==> src/rtl/pls_pkg.sv <==
package pls_pkg;

    // fixed field widths of the item ports
    localparam int FUNC_W   = 2;
    localparam int POS_W    = 6;
    localparam int VALUE_W  = 32;
    localparam int ELEM_W   = 32;
    localparam int INDEX_W  = 5;
    localparam int COUNT_W  = 6;
    localparam int STATUS_W = 2;

    // parameter defaults
    localparam int CAPACITY_DEF   = 32;
    localparam int DATA_WIDTH_DEF = 32;

    // operation codes
    localparam logic [FUNC_W-1:0] FUNC_INSERT = 2'd0;
    localparam logic [FUNC_W-1:0] FUNC_DELETE = 2'd1;
    localparam logic [FUNC_W-1:0] FUNC_DUMP   = 2'd2;

    // status codes
    localparam logic [STATUS_W-1:0] STATUS_OK    = 2'd0;
    localparam logic [STATUS_W-1:0] STATUS_FULL  = 2'd1;
    localparam logic [STATUS_W-1:0] STATUS_RANGE = 2'd2;
    localparam logic [STATUS_W-1:0] STATUS_EMPTY = 2'd3;

    // cell operations
    localparam logic [1:0] CELL_HOLD   = 2'd0;
    localparam logic [1:0] CELL_INSERT = 2'd1;
    localparam logic [1:0] CELL_DELETE = 2'd2;
    localparam logic [1:0] CELL_ROTATE = 2'd3;

    // command broadcast from the controller to every cell
    typedef struct packed {
        logic [1:0]       op;
        logic [POS_W-1:0] pos;
        logic [POS_W-1:0] tail;
    } pls_cmd_t;

endpackage

==> src/rtl/pls_cell.sv <==
module pls_cell #(
    parameter int DATA_WIDTH = pls_pkg::DATA_WIDTH_DEF,
    parameter int IDX        = 0
) (
    input  logic                  aclk,
    input  pls_pkg::pls_cmd_t     cmd,
    input  logic [DATA_WIDTH-1:0] left_data,
    input  logic [DATA_WIDTH-1:0] right_data,
    input  logic [DATA_WIDTH-1:0] head_data,
    input  logic [DATA_WIDTH-1:0] ins_data,
    output logic [DATA_WIDTH-1:0] data_out,
    output logic [DATA_WIDTH-1:0] hit_out
);

    localparam logic [pls_pkg::POS_W-1:0] MY_IDX = pls_pkg::POS_W'(IDX);

    logic [DATA_WIDTH-1:0] data_reg;
    logic [DATA_WIDTH-1:0] data_next;

    always_comb begin
        data_next = data_reg;
        case (cmd.op)
            pls_pkg::CELL_INSERT: begin
                if (MY_IDX == cmd.pos) begin
                    data_next = ins_data;
                end else if (MY_IDX > cmd.pos) begin
                    data_next = left_data;
                end
            end
            pls_pkg::CELL_DELETE: begin
                if (MY_IDX >= cmd.pos) begin
                    data_next = right_data;
                end
            end
            pls_pkg::CELL_ROTATE: begin
                // tail cell wraps around to the head
                if (MY_IDX == cmd.tail) begin
                    data_next = head_data;
                end else if (MY_IDX < cmd.tail) begin
                    data_next = right_data;
                end
            end
            default: begin
                data_next = data_reg;
            end
        endcase
    end

    always_ff @(posedge aclk) begin
        data_reg <= data_next;
    end

    assign data_out = data_reg;
    assign hit_out  = (MY_IDX == cmd.pos) ? data_reg : '0;

endmodule

==> config.mk <==
export PLATFORM = sky130hd
export DESIGN_NAME = pls_cell
export DESIGN_NICKNAME = d
export VERILOG_FILES = /design/src/rtl/pls_pkg.sv /design/src/rtl/pls_cell.sv
export SDC_FILE = /design/constraint.sdc
export NUM_CORES = 1
export LEC_CHECK = 0
export ABC_CLOCK_PERIOD_IN_PS = 3800
export BUFFER_PORTS_ARGS = -buffer_cell sky130_fd_sc_hd__buf_2
export CORE_UTILIZATION = 30
export DETAILED_ROUTE_END_ITERATION = 8
export GPL_ROUTABILITY_DRIVEN = 0
export PLACE_DENSITY = 0.68
export SYNTH_ARGS = -nofsm -noshare
export SYNTH_HDL_FRONTEND = slang
export SYNTH_SLANG_ARGS = --single-unit
==> constraint.sdc <==
create_clock -name aclk -period 3.8 [get_ports aclk]
set_input_delay 0.57 -clock aclk [delete_from_list [all_inputs] [get_ports aclk]]
set_output_delay 0.57 -clock aclk [all_outputs]
set_load 0.01 [all_outputs]
# Word level (Yosys, flattened, before mapping)
# Index checks and enable logic that the tools add are counted.
# totals
register_bits,32
in_bits,143
output_inout_bits,64
wordCells,21
# classes
order_cmp,3
eq_ne,6
muxes,7
reduce_logical,4
# op_table
cell,n
$mux W32,6
$pmux W32 S3,1
$logic_not A6 Y1,2
$ge A1 B6 Y1 const A,1
$gt A1 B6 Y1 const A,1
$lt A1 B6 Y1 const A,1
$ne A3 B3 Y1 const B,2
$eq A2 B2 Y1 const B,2
$reduce_and A4 Y1,1
$reduce_bool A3 Y1,1
$eq A2 B1 Y1 const B,1
$ne A2 B2 Y1 const B,1

# Longest topological paths before layout
# Gate-level depths: netlist (run 1).
# logic_depth
depth_word,4
ltp_mapped,6
depth_no_buf,4

# Worst setup path before layout (run 1)
# OpenSTA, ideal clock, no wires.
# synth_path
path_kind,input-to-reg
start,input cmd[11] (netlist name)
end,"register data_reg[0], in the netlist data_out[0], enable pin"
setup_time_ns,0.393
arrival_time_ns,2.394
required_time_ns,3.407
setup_slack_ns,1.013
cell_stages,4
n_path_buf,1
cell_sequence,nor4_2 -> and2_1 -> buf_2 -> maj3_1
# synth_via
elab_chain_len,3
word_cells_on_any_way,6
classes_between,order compare (2); eq/ne (2); reduce/logical (2)
# synth_lines
element,line_no,text
from (decl),pls_cell.sv:6,"input pls_pkg::pls_cmd_t cmd,"
"$gt A1 B6 Y1, or another cell as far along",pls_cell.sv:26,end else if (MY_IDX > cmd.pos) begin
$ne A3 B3 Y1 (no line) or $ne A2 B2 Y1 (tied branches),n/a,
$reduce_and A4 Y1 (no line) *,n/a,
to (signal assigned),pls_cell.sv:50,data_reg <= data_next;
to (decl),pls_cell.sv:17,logic [DATA_WIDTH-1:0] data_reg;
# Mark *: on every way between the ends. The rest lies on a longest branch, timed or not.
# A chain may end at the register's enable or synchronous reset.

# Worst setup path after layout (run 1)
# layout_path
start,input cmd[2] (netlist name)
end,"register data_reg[23], in the netlist data_out[23] (data pin)"
# layout_via
elab_chain_len,3
# layout_lines
element,line_no,text
$logic_not A6 Y1,pls_cell.sv:37,if (MY_IDX == cmd.tail) begin
$mux W32,pls_cell.sv:37,
$pmux W32 S3,pls_cell.sv:22,case (cmd.op)
net data_next[23],pls_cell.sv:18,logic [DATA_WIDTH-1:0] data_next;
# The timed path passes the listed nets, and every way through them passes these cells.

==> flow_metrics.env, run 1 <==
export IMPL_layout_common_cells="buf_2 (206), nand2_1 (89), and3_1 (32), edfxtp_1 (32), a21oi_1 (31)"
export IMPL_synth_seq_cells=32
export IMPL_hp_class="in2reg"
export IMPL_synth_nets=399
export IMPL_tns_ns=0
export IMPL_cts_buffer_depth=2
export IMPL_cts_sinks=32
export IMPL_yosysSeqAreaShare_pct=44.6
export IMPL_fin_crit_ns=2.57
export IMPL_routed_wl_um=8510
export IMPL_dr_pass1_iters=4
export IMPL_root_buffer="clkbuf_8"
export IMPL_slew_viol_final=0
export IMPL_cp_max_fo=27
export IMPL_rows=30
export IMPL_timing_max_cap_violations=0
export IMPL_io_buffers=206
export IMPL_core_area_um2=6870
export IMPL_holdBufCountCts=0
export IMPL_antenna_found_initial=0
export IMPL_grt_first_pass_wirelength_um=12600
export IMPL_power_total_w=0.000894
export IMPL_grt_max_degree=65
export IMPL_worst_pin_slew_ns=1.14
export IMPL_ir_worst_vdd_uv=98.5
export IMPL_grt_usage_pct=22.0
export IMPL_post_cts_buffers=0
export IMPL_worst_path_largest_cell_delay_ns=0.83
export IMPL_num_fill_cells=699
export IMPL_cp_data_required_time_ns=3.79
export IMPL_crit_type="in2reg"
export IMPL_finalSetupViolCount=0
export IMPL_p_per_area_nw_per_um2=265
export IMPL_dpl_cell_area_um2=3290
export IMPL_hpwl_um=6220
export IMPL_rsz0062_at_grt="no"
export IMPL_syn_inst=256
export IMPL_layout_commonest_cell="buf_2"
export IMPL_vias=2805
export IMPL_ant_nets=0
export IMPL_path_cells="buf_2 > or4_4 > or3_1 > buf_4 > nand2_1 > a32oi_1"
export IMPL_nets=595
export IMPL_syn_area_um2=2160
export IMPL_final_cell_area_um2=3370
export IMPL_multi_input_area_um2=1100
export IMPL_leakage_nw=1.85
export IMPL_outcome="finished, final reports clean"
export IMPL_period_share_pct=67.7
export IMPL_ys_top_cells_by_area="edfxtp_1 (45%), nand2_1 (15%), a32oi_1 (11%), and3_1 (9.3%), a21oi_1 (7.2%)"
export IMPL_die_area_um2=7530
export IMPL_diodes=0
export IMPL_drive_gt1_share_pct=50.6
export IMPL_crit_end="data_out[23]$_DFFE_PP_"
export IMPL_grt_overflow=0
export IMPL_ys_types=20
export IMPL_synth_largest_area_cell="edfxtp_1"
export IMPL_cp_end_kind="flop"
export IMPL_start_util_pct=31.4
export IMPL_syn_avg_cell_area_um2=8.42
export IMPL_synth_top_area_share_pct=44.6
export IMPL_largest_register_ffs=32
export IMPL_cts_buffers=5
export IMPL_startpoint="cmd[2]"
export IMPL_die_y_um=86.8
export IMPL_maxSlewHeadroom_pct=24.2
export IMPL_cts_tree="built"
export IMPL_first_iter_violations=122
export IMPL_cts_clk_slew_worst_paths_ns=0.07
export IMPL_die_x_um=86.8
export IMPL_cts_resized=0
export IMPL_grt_pass1_vias=2658
export IMPL_viasPerCell=5.11
export IMPL_cpMaxStageDelayCell="or3_1"
export IMPL_ioPinCount=207
export IMPL_crit_path_start_kind="input port"
export IMPL_cts_htree_levels=2
export IMPL_regArea_um2=961
export IMPL_synth_warning_count=0
export IMPL_worstPathArrival_ns=2.56
export IMPL_drc=0
export IMPL_area_growth_pct=56.5
export IMPL_hold_violations=0
export IMPL_fmax_mhz=388
export IMPL_routedWlPerCell_um=15.5
==> worst min path at each step <==
stage | depth (start not counted) | slack (ns) | startpoint | end
3_5_place_dp | 3 | 0.93 | left_data[0] | data_out[0]$_DFFE_PP_
4_1_cts | 3 | 0.62 | left_data[20] | data_out[20]$_DFFE_PP_
5_1_grt | 3 | 0.63 | left_data[5] | data_out[5]$_DFFE_PP_
2_1_floorplan | 2 | 0.82 | left_data[0] | data_out[0]$_DFFE_PP_
3_3_place_gp | 3 | 0.92 | left_data[20] | data_out[20]$_DFFE_PP_
6_report | 3 | 0.64 | left_data[15] | data_out[15]$_DFFE_PP_
==> report_power, final <==
part / switching, W / leakage, nW / internal [W]
Combinational: 0.000102 / 1.50 / 0.000100
Clock: 0.000130 / 0.0453 / 0.000124
Sequential: 0.0000130 / 0.306 / 0.000424
==> final cells by class <==
class | count | share of cell area (%)
well taps | 96 | 3.56
multi-input cells | 198 | 32.6
clock inverters | 3 | 0.408
repair buffers | 215 | 32.9
clock buffers | 5 | 2.04
flip-flops and latches | 32 | 28.5
==> critical path, delay by kind of cell <==
family	cells	cell delay [ns]
AO/OA/AOI/OAI	1	0.09
buffers and inverters	2	0.45
AND/OR/NAND/NOR	3	1.44
==> metal layers <==
layer | global-route usage [%] | vias to the layer above | part of all wire [%]
met4 | 8.79 | 0 | 2.3
met5 | 0 | - | 0
met1 | 24.8 | 1292 | 41
met3 | 2.76 | 18 | 6.1
li1 | - | 1337 | -
met2 | 41.8 | 158 | 51
==> cell usage after synthesis, drive strengths merged <==
| library cell | count |
|---|---|
| nand2 | 89 |
| and3 | 32 |
| edfxtp | 32 |
| a21oi | 31 |
| a32oi | 27 |
| clkbuf | 18 |
| buf | 8 |
| a22oi | 3 |
| a31oi | 3 |
| mux2i | 3 |
| a31o | 2 |
| and2 | 1 |
| maj3 | 1 |
| nand2b | 1 |
| nor2 | 1 |
| nor3 | 1 |
| nor4 | 1 |
| or3 | 1 |
| or4 | 1 |
==> cell families after synthesis <==
group                    Yosys count  share of synthesized area, %
AO/OA/AOI/OAI                     66                          20.9
adder cells (fa/ha/maj)            1                         0.464
buffers and inverters             26                          5.28
flip-flops                        32                          44.6
multiplexers                       3                          1.39
AND/OR/NAND/NOR                  128                          27.4
==> through the flow <==
step | worst slack [ns] | utilization, % | hold slack, ns | std cells
2_1_floorplan | 1.01 | - | 0.819 | 256
3_3_place_gp | 1.00 | 47.9 | 0.925 | 541
3_5_place_dp | 0.930 | 47.9 | 0.930 | 541
4_1_cts | 1.23 | 49.1 | 0.625 | 549
5_1_grt | 1.15 | 49.1 | 0.632 | 549
6_report | 1.23 | 49.1 | 0.635 | 549
No activity file was read; power rests on OpenSTA's default activity.
==> run 2: changes to the inputs <==
ABC_CLOCK_PERIOD_IN_PS = 2400   (was 3800)
clock period = 2.4 ns   (was 3.8 ns; I/O delays follow)
==> run 2 against run 1 <==
Against the previous run: clock power is 57% higher; global-route usage is 0.48 points lower; non-clock buffer count is 3 higher; core utilization is 0.69 points higher; combinational power is 62% higher; via count hardly changed; first-iteration DRC count is 30% higher; critical path depth stayed put; sequential share of layout area is 0.40 points lower; hold slack worse by 0.21 ns; largest power group unchanged; highest routed layer is now met5.
==> flow_metrics.env, run 2 (synthesis results as in run 1) <==
export IMPL_cts_tree="built"
export IMPL_drive_gt1_share_pct=50.9
export IMPL_layout_commonest_cell="buf_2"
export IMPL_path_delay_family="simple AND/OR/NAND/NOR gates"
export IMPL_grt_first_pass_wirelength_um=12300
export IMPL_rsz0062_at_grt="no"
export IMPL_cts_htree_levels=2
export IMPL_fin_crit_ns=1.88
export IMPL_post_cts_buffers=0
export IMPL_min_from="left_data[8]"
export IMPL_largest_register_ffs=32
export IMPL_antenna_found_initial=1
export IMPL_cp_data_required_time_ns=2.40
export IMPL_cpMaxStageDelayCell="or4_4"
export IMPL_worst_path_largest_cell_delay_ns=0.54
export IMPL_path_buf_inv=2
export IMPL_cp_end_kind="flop"
export IMPL_setup_ws_ns=0.518
export IMPL_p_per_area_nw_per_um2=415
export IMPL_routed_wl_um=8470
export IMPL_layout_common_cells="buf_2 (206), nand2_1 (89), and3_1 (32), edfxtp_1 (32), a21oi_1 (31)"
export IMPL_maxSlewHeadroom_pct=60.7
export IMPL_cts_resized=0
export IMPL_grt_overflow=0
export IMPL_dr_pass1_iters=4
export IMPL_cts_buffer_depth=2
export IMPL_crit_path_start_kind="input port"
export IMPL_crit_type="in2reg"
export IMPL_finalSetupViolCount=0
export IMPL_hold_violations=0
export IMPL_ioPinCount=207
export IMPL_vias=2806
export IMPL_slew_viol_final=0
export IMPL_io_buffers=206
export IMPL_place_ws_ns=0.225
export IMPL_die_area_um2=7530
export IMPL_ant_nets=0
export IMPL_hpwl_um=6280
export IMPL_die_y_um=86.8
export IMPL_drc=0
export IMPL_min_to="data_out[8]$_DFFE_PP_"
export IMPL_viasPerCell=5.08
export IMPL_grt_pass1_vias=2570
export IMPL_holdBufCountCts=0
export IMPL_core_area_um2=6870
export IMPL_start_util_pct=31.4
export IMPL_area_growth_pct=58.7
export IMPL_outcome="finished, final reports clean"
export IMPL_cts_clk_slew_worst_paths_ns=0.07
export IMPL_worstPathArrival_ns=1.89
export IMPL_cts_sinks=32
export IMPL_die_x_um=86.8
export IMPL_hp_class="in2reg"
export IMPL_routedWlPerCell_um=15.3
export IMPL_rows=30
export IMPL_worst_pin_slew_ns=0.589
export IMPL_ir_worst_vdd_uv=172
export IMPL_leakage_nw=1.88
export IMPL_startpoint="cmd[2]"
export IMPL_period_share_pct=78.4
export IMPL_fmax_mhz=531
export IMPL_grt_usage_pct=21.5
export IMPL_root_buffer="clkbuf_8"
export IMPL_tns_ns=0
export IMPL_diodes=0
export IMPL_timing_max_cap_violations=0
export IMPL_cp_max_fo=17
export IMPL_nets=598
export IMPL_min_path_cells=3
export IMPL_hold_ws_ns=0.424
export IMPL_first_iter_violations=158
export IMPL_path_cells="buf_2 > or4_4 > or3_1 > buf_4 > mux2i_1 > a22oi_1"
export IMPL_cts_buffers=5
export IMPL_grt_max_degree=38
## run 2: cell types whose count changed in the layout (fill, tap and decap cells not counted)
cell	delta
buf_12	+2
buf_4	+1
## run 2: area by class of cell
cell class	count	area (um2)
clock buffer	5	68.8
clock inverter	3	13.8
fill	684	3450
multi-input combinational	198	1100
sequential	32	961
tap	96	120
timing repair buffer	218	1160
## run 2: where the power goes
part	internal, W	switching [W]	leakage (nW)
clock network	0.000197	0.000203	0.0453
registers	0.000671	0.0000207	0.306
logic	0.000165	0.000164	1.52
total	0.00103	0.000388	1.88
## run 2: routing by layer
metal / routed length, um / GRT usage (%) / vias up
met4: 30 / 5.30 / 2
met3: 681 / 4.95 / 4
met5: 10 / 0 / -
met1: 3360 / 26.1 / 1309
met2: 4390 / 38.5 / 149
li1: - / - / 1342
## run 2: worst max path at each step
stage	slack [ns]	cells past startpoint	to
final	0.52	6	data_out[3]$_DFFE_PP_
after global routing	0.47	6	data_out[3]$_DFFE_PP_
after CTS	0.54	6	data_out[3]$_DFFE_PP_
after detailed placement	0.22	6	data_out[3]$_DFFE_PP_
after global placement	0.25	6	data_out[3]$_DFFE_PP_
after floorplan	0.15	4	data_out[0]$_DFFE_PP_
## run 2: metrics by stage
stage               total power (W)  instances  instance area [um2]  utilization [%]
floorplan                  0.000829        256                 2160                -
global placement            0.00103        544                 3340             48.6
detailed placement          0.00103        544                 3340             48.6
CTS                         0.00143        552                 3420             49.8
global route                0.00150        552                 3420             49.8
finish                      0.00142        552                 3420             49.8
