===== src/rtl/pls_pkg.sv =====
package pls_pkg;

    // fixed field widths of the item ports
    localparam int FUNC_W   = 2;
    localparam int POS_W    = 6;
    localparam int VALUE_W  = 32;
    localparam int ELEM_W   = 32;
    localparam int INDEX_W  = 5;
    localparam int COUNT_W  = 6;
    localparam int STATUS_W = 2;

    // parameter defaults
    localparam int CAPACITY_DEF   = 32;
    localparam int DATA_WIDTH_DEF = 32;

    // operation codes
    localparam logic [FUNC_W-1:0] FUNC_INSERT = 2'd0;
    localparam logic [FUNC_W-1:0] FUNC_DELETE = 2'd1;
    localparam logic [FUNC_W-1:0] FUNC_DUMP   = 2'd2;

    // status codes
    localparam logic [STATUS_W-1:0] STATUS_OK    = 2'd0;
    localparam logic [STATUS_W-1:0] STATUS_FULL  = 2'd1;
    localparam logic [STATUS_W-1:0] STATUS_RANGE = 2'd2;
    localparam logic [STATUS_W-1:0] STATUS_EMPTY = 2'd3;

    // cell operations
    localparam logic [1:0] CELL_HOLD   = 2'd0;
    localparam logic [1:0] CELL_INSERT = 2'd1;
    localparam logic [1:0] CELL_DELETE = 2'd2;
    localparam logic [1:0] CELL_ROTATE = 2'd3;

    // command broadcast from the controller to every cell
    typedef struct packed {
        logic [1:0]       op;
        logic [POS_W-1:0] pos;
        logic [POS_W-1:0] tail;
    } pls_cmd_t;

endpackage


===== src/rtl/pls_ctrl.sv =====
module pls_ctrl #(
    parameter int CAPACITY = pls_pkg::CAPACITY_DEF
) (
    input  logic                             aclk,
    input  logic                             aresetn,
    input  logic                             s_valid,
    output logic                             s_ready,
    input  logic [pls_pkg::FUNC_W-1:0]       s_func,
    input  logic [pls_pkg::POS_W-1:0]        s_position,
    input  logic [pls_pkg::ELEM_W-1:0]       head_data,
    input  logic [pls_pkg::ELEM_W-1:0]       removed_data,
    output pls_pkg::pls_cmd_t                cmd,
    output logic                             m_valid,
    input  logic                             m_ready,
    output logic [pls_pkg::ELEM_W-1:0]       m_element,
    output logic [pls_pkg::INDEX_W-1:0]      m_index,
    output logic [pls_pkg::COUNT_W-1:0]      m_count,
    output logic [pls_pkg::STATUS_W-1:0]     m_status,
    output logic                             m_last
);

    localparam int CNT_W = $clog2(CAPACITY + 1);
    localparam int CMP_W = (CNT_W > pls_pkg::POS_W) ? CNT_W : pls_pkg::POS_W;

    localparam logic S_IDLE = 1'b0;
    localparam logic S_DUMP = 1'b1;

    logic                              state_reg, state_next;
    logic [CNT_W-1:0]                  count_reg, count_next;
    logic [CNT_W-1:0]                  dump_idx_reg, dump_idx_next;
    logic                              m_valid_reg, m_valid_next;
    logic [pls_pkg::ELEM_W-1:0]        m_element_reg, m_element_next;
    logic [pls_pkg::INDEX_W-1:0]       m_index_reg, m_index_next;
    logic [pls_pkg::COUNT_W-1:0]       m_count_reg, m_count_next;
    logic [pls_pkg::STATUS_W-1:0]      m_status_reg, m_status_next;
    logic                              m_last_reg, m_last_next;

    logic             out_free;
    logic             accept;
    logic             full;
    logic             empty;
    logic [CMP_W-1:0] pos_ext;
    logic [CMP_W-1:0] cnt_ext;
    logic [CNT_W-1:0] tail_cnt;
    logic             dump_go;
    logic             dump_last;

    assign out_free = !m_valid_reg || m_ready;
    assign s_ready  = (state_reg == S_IDLE) && out_free;
    assign accept   = s_valid && s_ready;

    assign full     = (count_reg == CNT_W'(CAPACITY));
    assign empty    = (count_reg == '0);
    assign pos_ext  = CMP_W'(s_position);
    assign cnt_ext  = CMP_W'(count_reg);
    assign tail_cnt = count_reg - CNT_W'(1);

    // a dump emits its first element at acceptance, the rest from S_DUMP
    assign dump_go   = (accept && (s_func == pls_pkg::FUNC_DUMP) && !empty)
                     || ((state_reg == S_DUMP) && out_free);
    assign dump_last = (dump_idx_reg == tail_cnt);

    always_comb begin
        state_next     = state_reg;
        count_next     = count_reg;
        dump_idx_next  = dump_idx_reg;
        m_valid_next   = m_valid_reg && !m_ready;
        m_element_next = m_element_reg;
        m_index_next   = m_index_reg;
        m_count_next   = m_count_reg;
        m_status_next  = m_status_reg;
        m_last_next    = m_last_reg;
        cmd.op         = pls_pkg::CELL_HOLD;
        cmd.pos        = s_position;
        cmd.tail       = pls_pkg::POS_W'(tail_cnt);

        if (dump_go) begin
            cmd.op         = pls_pkg::CELL_ROTATE;
            m_valid_next   = 1'b1;
            m_element_next = head_data;
            m_index_next   = pls_pkg::INDEX_W'(dump_idx_reg);
            m_count_next   = pls_pkg::COUNT_W'(count_reg);
            m_status_next  = pls_pkg::STATUS_OK;
            m_last_next    = dump_last;
            if (dump_last) begin
                state_next    = S_IDLE;
                dump_idx_next = '0;
            end else begin
                state_next    = S_DUMP;
                dump_idx_next = dump_idx_reg + CNT_W'(1);
            end
        end else if (accept) begin
            m_valid_next   = 1'b1;
            m_element_next = '0;
            m_index_next   = '0;
            m_status_next  = pls_pkg::STATUS_OK;
            m_last_next    = 1'b1;
            case (s_func)
                pls_pkg::FUNC_INSERT: begin
                    if (full) begin
                        m_status_next = pls_pkg::STATUS_FULL;
                    end else if (pos_ext > cnt_ext) begin
                        m_status_next = pls_pkg::STATUS_RANGE;
                    end else begin
                        cmd.op     = pls_pkg::CELL_INSERT;
                        count_next = count_reg + CNT_W'(1);
                    end
                end
                pls_pkg::FUNC_DELETE: begin
                    if (empty) begin
                        m_status_next = pls_pkg::STATUS_EMPTY;
                    end else if (pos_ext >= cnt_ext) begin
                        m_status_next = pls_pkg::STATUS_RANGE;
                    end else begin
                        cmd.op         = pls_pkg::CELL_DELETE;
                        count_next     = count_reg - CNT_W'(1);
                        m_element_next = removed_data;
                        m_index_next   = pls_pkg::INDEX_W'(s_position);
                    end
                end
                pls_pkg::FUNC_DUMP: begin
                    // only reached on an empty store
                    m_status_next = pls_pkg::STATUS_EMPTY;
                end
                default: begin
                    m_status_next = pls_pkg::STATUS_OK;
                end
            endcase
            m_count_next = pls_pkg::COUNT_W'(count_next);
        end
    end

    always_ff @(posedge aclk) begin
        if (!aresetn) begin
            state_reg    <= S_IDLE;
            count_reg    <= '0;
            dump_idx_reg <= '0;
            m_valid_reg  <= 1'b0;
        end else begin
            state_reg    <= state_next;
            count_reg    <= count_next;
            dump_idx_reg <= dump_idx_next;
            m_valid_reg  <= m_valid_next;
        end
    end

    always_ff @(posedge aclk) begin
        m_element_reg <= m_element_next;
        m_index_reg   <= m_index_next;
        m_count_reg   <= m_count_next;
        m_status_reg  <= m_status_next;
        m_last_reg    <= m_last_next;
    end

    assign m_valid   = m_valid_reg;
    assign m_element = m_element_reg;
    assign m_index   = m_index_reg;
    assign m_count   = m_count_reg;
    assign m_status  = m_status_reg;
    assign m_last    = m_last_reg;

endmodule


===== config.mk =====
export PLATFORM = sky130hd
export DESIGN_NAME = pls_ctrl
export DESIGN_NICKNAME = d
export VERILOG_FILES = /design/src/rtl/pls_pkg.sv /design/src/rtl/pls_ctrl.sv
export SDC_FILE = /design/constraint.sdc
export NUM_CORES = 1
export LEC_CHECK = 0
export BUFFER_PORTS_ARGS = -buffer_cell sky130_fd_sc_hd__buf_4
export CAP_MARGIN = 0
export CELL_PAD_IN_SITES_DETAIL_PLACEMENT = 1
export CELL_PAD_IN_SITES_GLOBAL_PLACEMENT = 1
export CORE_ASPECT_RATIO = 0.5
export CORE_MARGIN = 4
export CORE_UTILIZATION = 37
export CTS_BUF_LIST = sky130_fd_sc_hd__clkbuf_4
export CTS_CLUSTER_DIAMETER = 150
export CTS_CLUSTER_SIZE = 8
export DETAILED_ROUTE_END_ITERATION = 7
export GPL_ROUTABILITY_DRIVEN = 1
export HOLD_SLACK_MARGIN = 0.03
export PLACE_DENSITY = 0.81
export SYNTH_ARGS = -nofsm -noshare
export SYNTH_HDL_FRONTEND = slang
export SYNTH_SLANG_ARGS = --single-unit

===== constraint.sdc =====
create_clock -name aclk -period 3.6 [get_ports aclk]
set_clock_uncertainty 0.05 [all_clocks]
set_input_delay 0.18 -clock aclk [delete_from_list [all_inputs] [get_ports aclk]]
set_output_delay 0.18 -clock aclk [all_outputs]
set_load 0.02 [all_outputs]

; ---- Word-level counts from Yosys, hierarchy flattened
; Cells that the tools add are included.
; Widths: inputs -> output; s select.
[totals]
reg_bits = 60
input_bits = 76
out_inout_bits = 62
word_cells = 70
[classes]
add_sub_neg = 3
magnitude_cmp = 2
n_eq_ne = 4
mux = 35
bitwise = 2
reduce_logical = 15
[ops]
columns = operator, n
row1 = $mux 32, 5
row2 = $mux 6, 7
row3 = $mux 5, 5
row4 = $mux 2, 8
row5 = $add 6x1->6 const B, 2
row6 = $pmux 6 s2, 1
row7 = $mux 1, 7
row8 = $eq 6x6->1, 1
row9 = $eq 6x6->1 const B, 1
row10 = $ge 6x6->1, 1
row11 = $gt 6x6->1, 1
row12 = $logic_and 1x1->1, 6
row13 = $logic_not 6->1, 1
row14 = $pmux 2 s3, 1
row15 = $sub 6x1->6 const B, 1
row16 = $pmux 2 s2, 1
row17 = $logic_not 1->1, 3
row18 = $eq 2x1->1 const B, 1
row19 = $eq 2x2->1 const B, 1
row20 = $logic_not 2->1, 1
row21 = $logic_or 1x1->1, 2
row22 = $not 1->1, 2
row23 = $reduce_and 2->1, 1
row24 = $reduce_bool 2->1, 1

; ---- Logic depth before layout (Yosys ltp)
; Gate-level depths: netlist (run 1).
[logic_depth]
ltp_word = 9
depth_mapped = 10
ltp_nobuf = 8

; ---- Worst setup path before layout (run 1)
; No wires, ideal clock.
[synth_path]
kind = register to register
start = register count_reg[5] (netlist: cnt_ext[5])
end = register m_count_reg (netlist bit m_count[2]), data pin
setup_time_ps = 270
t_arrival_ps = 2209
t_required_ps = 3280
setup_slack_ps = 1071
path_stages_with_launch = 10
n_path_buf = 1
period_less_slack_ps = 2529
cell_sequence = dfxtp_1 buf_2 inv_1 ha_1 and4_1 o21ai_0 a21o_1 and2_1 a221oi_1 a211oi_1
[synth_between]
elab_chain_len = 6
elab_cells_between_ends = 14
cone_classes = 2 x order compare / 1 x eq/ne / 7 x mux / 4 x reduce/logical
[synth_rtl]
columns = item, line_no
row1 = "start, declared", pls_ctrl.sv:29  ; logic [CNT_W-1:0] count_reg, count_next;
row2 = "start signal, assigned", pls_ctrl.sv:141  ; count_reg <= count_next;
row3 = $ge 6x6->1 / $gt 6x6->1 (equally long branches), "pls_ctrl.sv:112, pls_ctrl.sv:102"
row4 = "$mux 6, on equally long branches", "pls_ctrl.sv:112, pls_ctrl.sv:102"
row5 = "$mux 6, on equally long branches", "pls_ctrl.sv:110, pls_ctrl.sv:100"
row6 = $pmux 6 s2, pls_ctrl.sv:98  ; case (s_func)
row7 = $mux 6, pls_ctrl.sv:92  ; end else if (accept) begin
row8 = $mux 6 *, pls_ctrl.sv:77  ; if (dump_go) begin
row9 = named net m_count_next (one bit), pls_ctrl.sv:34  ; logic [pls_pkg::COUNT_W-1:0] m_count_reg, m_count_next;
row10 = "end signal, assigned", pls_ctrl.sv:150  ; m_count_reg <= m_count_next;
row11 = "end, declared", pls_ctrl.sv:34
; The timed path passes the listed nets; every way through them passes the cells marked *. The select of a mux whose other input is x is not followed.
; A chain may end at the register's enable or synchronous reset.

; ---- Worst setup path in the final report (run 1)
[layout_path]
start = register count_reg[0] (netlist: cnt_ext[0])
end = register m_element_reg (netlist bit m_element[12]), data pin
[layout_between]
elab_chain_len = 6
elab_cells_between_ends = 10
cone_classes = 1 x order compare / 5 x mux / 4 x reduce/logical
[layout_rtl]
columns = item, line_no
row1 = $ge 6x6->1, pls_ctrl.sv:112  ; end else if (pos_ext >= cnt_ext) begin
row2 = $mux 32, pls_ctrl.sv:112
row3 = $mux 32, pls_ctrl.sv:110  ; if (empty) begin
row4 = $mux 32, pls_ctrl.sv:98
row5 = $mux 32, pls_ctrl.sv:92
row6 = $mux 32 *, pls_ctrl.sv:77
row7 = named net m_element_next (one bit), pls_ctrl.sv:32  ; logic [pls_pkg::ELEM_W-1:0] m_element_reg, m_element_next;
row8 = "end signal, assigned", pls_ctrl.sv:148  ; m_element_reg <= m_element_next;
row9 = "end, declared", pls_ctrl.sv:32
; Marked as above.

==> results of run 1 <==
area by class of cell:
type	count	area (um^2)	area share [%]
clock inverter	6	88.84	1.677
tap	117	146.4	2.763
multi-input combinational	271	1640	30.96
sequential	60	1642	30.99
timing repair buffer	202	1664	31.41
clock buffer	10	75.07	1.417
inverter	11	41.29	0.7794
cells by family after synthesis:
group                      share of synthesized area [%]
AOI/OAI and AO/OA                                  18.79
adders and majority gates                          3.233
xor gates and xnor gates                           4.921
muxes                                             0.5747
DFF                                                47.13
buffers and inverters                              6.178
and+or+nand+nor                                    19.18
report_power, final:
part	leakage (nW)	internal, mW	total [mW]	switching [mW]
clock	0.0826	0.289	0.582	0.293
combinational	1.63	0.205	0.448	0.243
sequential	0.572	0.788	0.806	0.0178
total	2.28	1.28	1.84	0.554
layer usage:
metal	up-vias	share of wire, %	wire length (um)	GRT usage (%)
li1	1690	-	-	-
met1	1796	44	5836	30.86
met2	114	51	6795	43.83
met3	13	4.6	619	5.169
met4	0	0.93	124	5.303
met5	-	0	0	0
final timing paths:
| path | startpoint | endpoint | slack [ns] |
|---|---|---|---|
| setup / recovery | cnt_ext[0] | m_element[12] | 0.20 |
| hold / removal | removed_data[13] | m_element[13] | 0.05 |
| setup reg to reg | cnt_ext[0] | m_element[12] | 0.20 |
| hold reg to reg | m_status[1] | m_status[1] | 0.43 |
per-stage QoR:
| stage | power (mW) | util [%] | worst slack, ns | hold WS, ns |
|---|---|---|---|---|
| detailed placement | 1.215 | 50.70 | 0.6549 | 0.3920 |
| global placement | 1.208 | 50.70 | 0.8404 | 0.3803 |
| CTS | 1.832 | 59.13 | 0.1318 | 0.03165 |
| finish | 1.836 | 59.20 | 0.1974 | 0.04939 |
| floorplan | 1.030 | - | 1.071 | 0.2546 |
| global route | 1.912 | 59.20 | 0.002010 | 0.03055 |
worst max-delay path: cells and delay by family (launching register included):
kind	cells	cell delay, ns
buf+inv	3	1.05
compound gates	2	0.52
simple gates	3	0.93
flops	1	0.42
fa+ha+maj	1	0.27
synthesized netlist by cell type, types with 7 or more instances:
cell type,instances,area [um^2]
nand2_1,89,334.1
edfxtp_1,44,1321
o21ai_1,38,190.2
dfxtp_1,16,320.3
xnor2_1,15,131.4
nor2_1,12,45.04
inv_1,11,41.29
o21ai_0,11,55.05
a21oi_1,10,50.05
buf_2,10,50.05
ha_1,9,112.6
nand3_1,8,40.04
o211ai_1,7,52.55
cells in the final DEF, fill, tap and decap left out, types with 3 or more instances in the layout:
cell	n
inv_1	10
nand2_1	89
a21oi_1	10
xnor2_1	15
dfxtp_1	16
nand4_1	3
clkbuf_4	10
nor2b_1	4
nor2_1	12
o31ai_1	3
nand2b_1	5
o22ai_1	3
nand3_1	8
buf_4	143
ha_1	9
o21ai_0	11
edfxtp_1	44
o211ai_1	7
dlygate4sd3_1	59
o21ai_1	38
and3_1	6
timing repair:
| item | CTS | global route |
|---|---|---|
| resized for setup | 0 | 1 |
| hold buffers | 59 | 0 |
| endpoints found under the setup margin | 0 | 10 |
| hold endpoints to repair | 38 | 0 |
==> impl_metrics.csv, run 1 <==
group,metric,value,unit
clocking,clk_latency,0.43,ns
cells_and_area,largest_reg_flops,32,
timing,fin_crit,3.403,ns
cells_and_area,layout-drive-gt1-share,31.25,%
global_routing,grt_start_max_net_pins,45,
clocking,clkTransAtPathRegs,0.13,ns
timing,setup_violations,0,
cells_and_area,final_cells,677,
floorplan,die_w,145.2,um
setup_path,end_kind,"register",
setup_path,rr_worst_depth,9,
timing,relSlewSlack,30.64,%
setup_path,critPathMaxStageDelay,0.60,ns
timing,rsz0062_at_grt,"false",
clocking,post_cts_buffers,0,
clocking,clkSinkCount,60,
power_and_ir_drop,p_per_area,346.6,nW/um^2
synth,yosys_warnings,0,
clocking,cts_buffer_depth,2,
routing,detail_route.wl_per_cell,19.76,um
synth,synth_edf_count,44,
setup_path,slowest_stage,"dlygate4sd3_1",
global_routing,grt_overflow_total,0,
clocking,cts_root_buf,"clkbuf_4",
setup_path,worstSetupPathType,"reg -> reg",
floorplan,dieArea,11130,um^2
cells_and_area,nets,640,
placement,portBuffers,137,
min_path,min_path_type,"in -> reg",
synth,avgSynthCellArea,9.440,um^2
floorplan,row_count,24,
routing,drc,0,
timing,tightest_slew,1.040,ns
run_status,outcome,"finished clean",
timing,tns,0,ns
cells_and_area,final_area,5298,um^2
placement,dp_hpwl,8.514,mm
setup_path,cp.required,3.85,ns
setup_path,cp_max_fo,26,
routing,avgViaCountPerCell,5.337,
setup_path,crit_arrival,3.65,ns
cells_and_area,syn_to_final_growth,52.08,%
synth,postSynthCellCount,369,
floorplan,ioPinCount,138,
clocking,cts_tree,"built",
job,cap_violations,0,
global_routing,grt_pass1_vias,3819,
floorplan,start_util,38.93,%
min_path,min_path_cells,3,
routing,drt_iter0_drc,295,
routing,drtPass1Iterations,5,
synth,synth.distinct_cells,61,
clocking,numCtsBuffers,9,
cells_and_area,diodes,0,
synth,ys_seq_area_share,47.13,%
synth,synth_seq_cells,60,
timing,finalMaxSlewViolations,0,
routing,ant_nets,0,
setup_path,critPathLaunchType,"register",
global_routing,grt_pass1_wl,21.83,mm
synth,synth_area,3483,um^2
routing,finalWirelength,13.38,mm
timing,min_period_over_period,94.52,%
floorplan,dieHeight,76.61,um
synth,syn_nets,454,
placement,dpl.cell_count,602,
timing,fmaxAchievable,293.9,MHz
global_routing,antenna_found_initial,0,
cells_and_area,fillers,1029,
clocking,ctsHtreeMaxLevel,3,
routing,vias,3613,
power_and_ir_drop,p_leak,2.283,nW
synth,synth_ff_type,"edfxtp_1",
floorplan,coreArea,8949,um^2
placement,routabilityCongestion,0.9046,
placement,dpl_cell_area,4537,um^2
setup_path,worstPathCellList,"inv_1, ha_1, or3b_1, nor3_4, o21a_4, buf_4, nand2_1, o21ai_1, dlygate4sd3_1",
synth,synthArstFlopShare,0,%
power_and_ir_drop,peakVddDrop,0.0001738,V
timing,finalHoldViolCount,0,
global_routing,grt_usage,24.58,%
Note: power is estimated with default switching activity, not from simulation.
==> run 2, diff against run 1 <==
--- a/config.mk
+++ b/config.mk
@@ -19,6 +19,7 @@
 export GPL_ROUTABILITY_DRIVEN = 1
 export HOLD_SLACK_MARGIN = 0.03
 export PLACE_DENSITY = 0.81
+export RECOVER_POWER = 25
 export SYNTH_ARGS = -nofsm -noshare
 export SYNTH_HDL_FRONTEND = slang
 export SYNTH_SLANG_ARGS = --single-unit
==> impl_metrics.csv, run 2 (synthesis results as in run 1) <==
group,metric,value,unit
timing,setup_violations,0,
global_routing,grt_start_max_net_pins,45,
clocking,cts_tree,"built",
setup_path,cp.buffers_inverters,3,
power_and_ir_drop,p_per_area,351.1,nW/um^2
global_routing,grt_usage,24.58,%
clocking,ctsHtreeMaxLevel,3,
clocking,clkTransAtPathRegs,0.13,ns
clocking,cts_root_buf,"clkbuf_4",
min_path,min_path_cells,3,
cells_and_area,nets,640,
min_path,holdCritStartpoint,"removed_data[13]",
clocking,clk_latency,0.43,ns
cells_and_area,layout-drive-gt1-share,23.93,%
placement,dp_hpwl,8.514,mm
setup_path,rr_worst_depth,9,
power_and_ir_drop,p_leak,2.129,nW
cells_and_area,syn_to_final_growth,47.67,%
placement,dpl_cell_area,4537,um^2
clocking,post_cts_buffers,0,
job,cap_violations,0,
clocking,clkSinkCount,60,
routing,drt_iter0_drc,269,
timing,min_period_over_period,94.63,%
timing,tightest_slew,1.040,ns
placement,dp_slack,0.6549,ns
timing,rsz0062_at_grt,"false",
floorplan,coreArea,8949,um^2
routing,detail_route.wl_per_cell,19.73,um
min_path,min_path_type,"in -> reg",
setup_path,cp_max_fo,26,
setup_path,critPathLaunchType,"register",
global_routing,grt_pass1_vias,3819,
global_routing,grt_overflow_total,0,
floorplan,start_util,38.93,%
timing,fin_crit,3.407,ns
cells_and_area,diodes,0,
setup_path,crit_arrival,3.65,ns
setup_path,cp.required,3.85,ns
setup_path,worstPathCellList,"inv_1, ha_1, or3b_1, nor3_4, o21a_4, buf_4, nand2_1, o21ai_1, dlygate4sd3_1",
cells_and_area,final_cells,677,
setup_path,r2r_slack,0.19,ns
setup_path,r2r-end,"m_element[12]",
setup_path,crit_family,"buffers and inverters",
cells_and_area,layout_common_cells,"buf_4, nand2_1, dlygate4sd3_1",
placement,dpl.cell_count,602,
routing,finalWirelength,13.36,mm
global_routing,grt_pass1_wl,21.83,mm
timing,finalMaxSlewViolations,0,
routing,avgViaCountPerCell,5.303,
routing,drc,0,
setup_path,slowest_stage,"dlygate4sd3_1",
setup_path,critPathMaxStageDelay,0.60,ns
run_status,outcome,"finished clean",
floorplan,dieHeight,76.61,um
setup_path,timing.rr.start,"cnt_ext[0]",
clocking,numCtsBuffers,9,
placement,portBuffers,137,
power_and_ir_drop,peakVddDrop,0.0001768,V
floorplan,ioPinCount,138,
floorplan,die_w,145.2,um
floorplan,row_count,24,
setup_path,worstSetupPathType,"reg -> reg",
cells_and_area,final_area,5144,um^2
global_routing,antenna_found_initial,0,
timing,finalHoldViolCount,0,
floorplan,dieArea,11130,um^2
placement,routabilityCongestion,0.9046,
setup_path,end_kind,"register",
routing,ant_nets,0,
clocking,cts_buffer_depth,2,
cells_and_area,final_common_cell,"buf_4",
cells_and_area,largest_reg_flops,32,
timing,tns,0,ns
routing,drtPass1Iterations,4,
timing,postLayoutSetupSlackWorst,0.1934,ns
timing,fmaxAchievable,293.6,MHz
timing,relSlewSlack,30.67,%
routing,vias,3590,
min_path,hold_end,"m_element[13]",
==> run 2: cell types whose count changed in the layout (fill, tap and decap cells not counted), sizes merged <==
| cell | delta |
|---|---|
| clkbuf | +41 |
| buf | -41 |
==> run 2: through the flow <==
step,utilization (%),hold slack [ns],power (mW)
2_1_floorplan,-,0.2546,1.030
3_3_place_gp,50.70,0.3803,1.208
3_5_place_dp,50.70,0.3920,1.215
4_1_cts,59.13,0.03165,1.832
5_1_grt,57.48,0.03055,1.885
6_report,57.48,0.05369,1.806
==> run 2: how the worst max path moves through the flow <==
| stage | startpoint | end | slack [ns] | cells after the start |
|---|---|---|---|---|
| global placement | cnt_ext[0] | m_element[14] | 0.84 | 8 |
| floorplan | cnt_ext[5] | m_count[2] | 1.07 | 9 |
| CTS | cnt_ext[0] | m_element[30] | 0.13 | 9 |
| finish | cnt_ext[0] | m_element[12] | 0.19 | 9 |
| detailed placement | cnt_ext[0] | m_element[13] | 0.65 | 8 |
| global route | cnt_ext[0] | m_element[12] | 0.002 | 9 |
==> run 2: worst register-to-register path, stage by stage (launching register included) <==
cell           delay (ns)
dfxtp_1              0.42
inv_1                0.17
ha_1                 0.27
or3b_1               0.54
nor3_4               0.32
o21a_4               0.38
buf_4                0.29
nand2_1              0.09
o21ai_1              0.15
dlygate4sd3_1        0.60
==> run 2: cell type report <==
cell class | instances | area [um^2]
Fill cell | 1061 | 3805
Timing Repair Buffer | 202 | 1510
Sequential cell | 60 | 1642
Inverter | 11 | 41.29
Clock buffer | 10 | 75.07
Tap cell | 117 | 146.4
Multi-Input combinational cell | 271 | 1640
Clock inverter | 6 | 88.84
==> run 2: routing by layer <==
metal  share of wire [%]  vias up  track usage [%]
met5                   0        -                0
met4                0.84        0            5.303
met3                 4.8        9            5.169
met2                  51      106            43.83
met1                  44     1785            30.86
li1                    -     1690                -
==> run 2: what timing repair did <==
action	CTS	global route
resized for setup	0	1
endpoints found under the hold margin	38	0
endpoints found under the setup margin	0	10
hold buffers	59	0
==> run 2: power by group <==
| part | leakage, nW | total, mW | internal [mW] | switching (mW) |
|---|---|---|---|---|
| Sequential | 0.572 | 0.805 | 0.788 | 0.0172 |
| Combinational | 1.47 | 0.422 | 0.179 | 0.244 |
| Clock | 0.0826 | 0.578 | 0.289 | 0.289 |
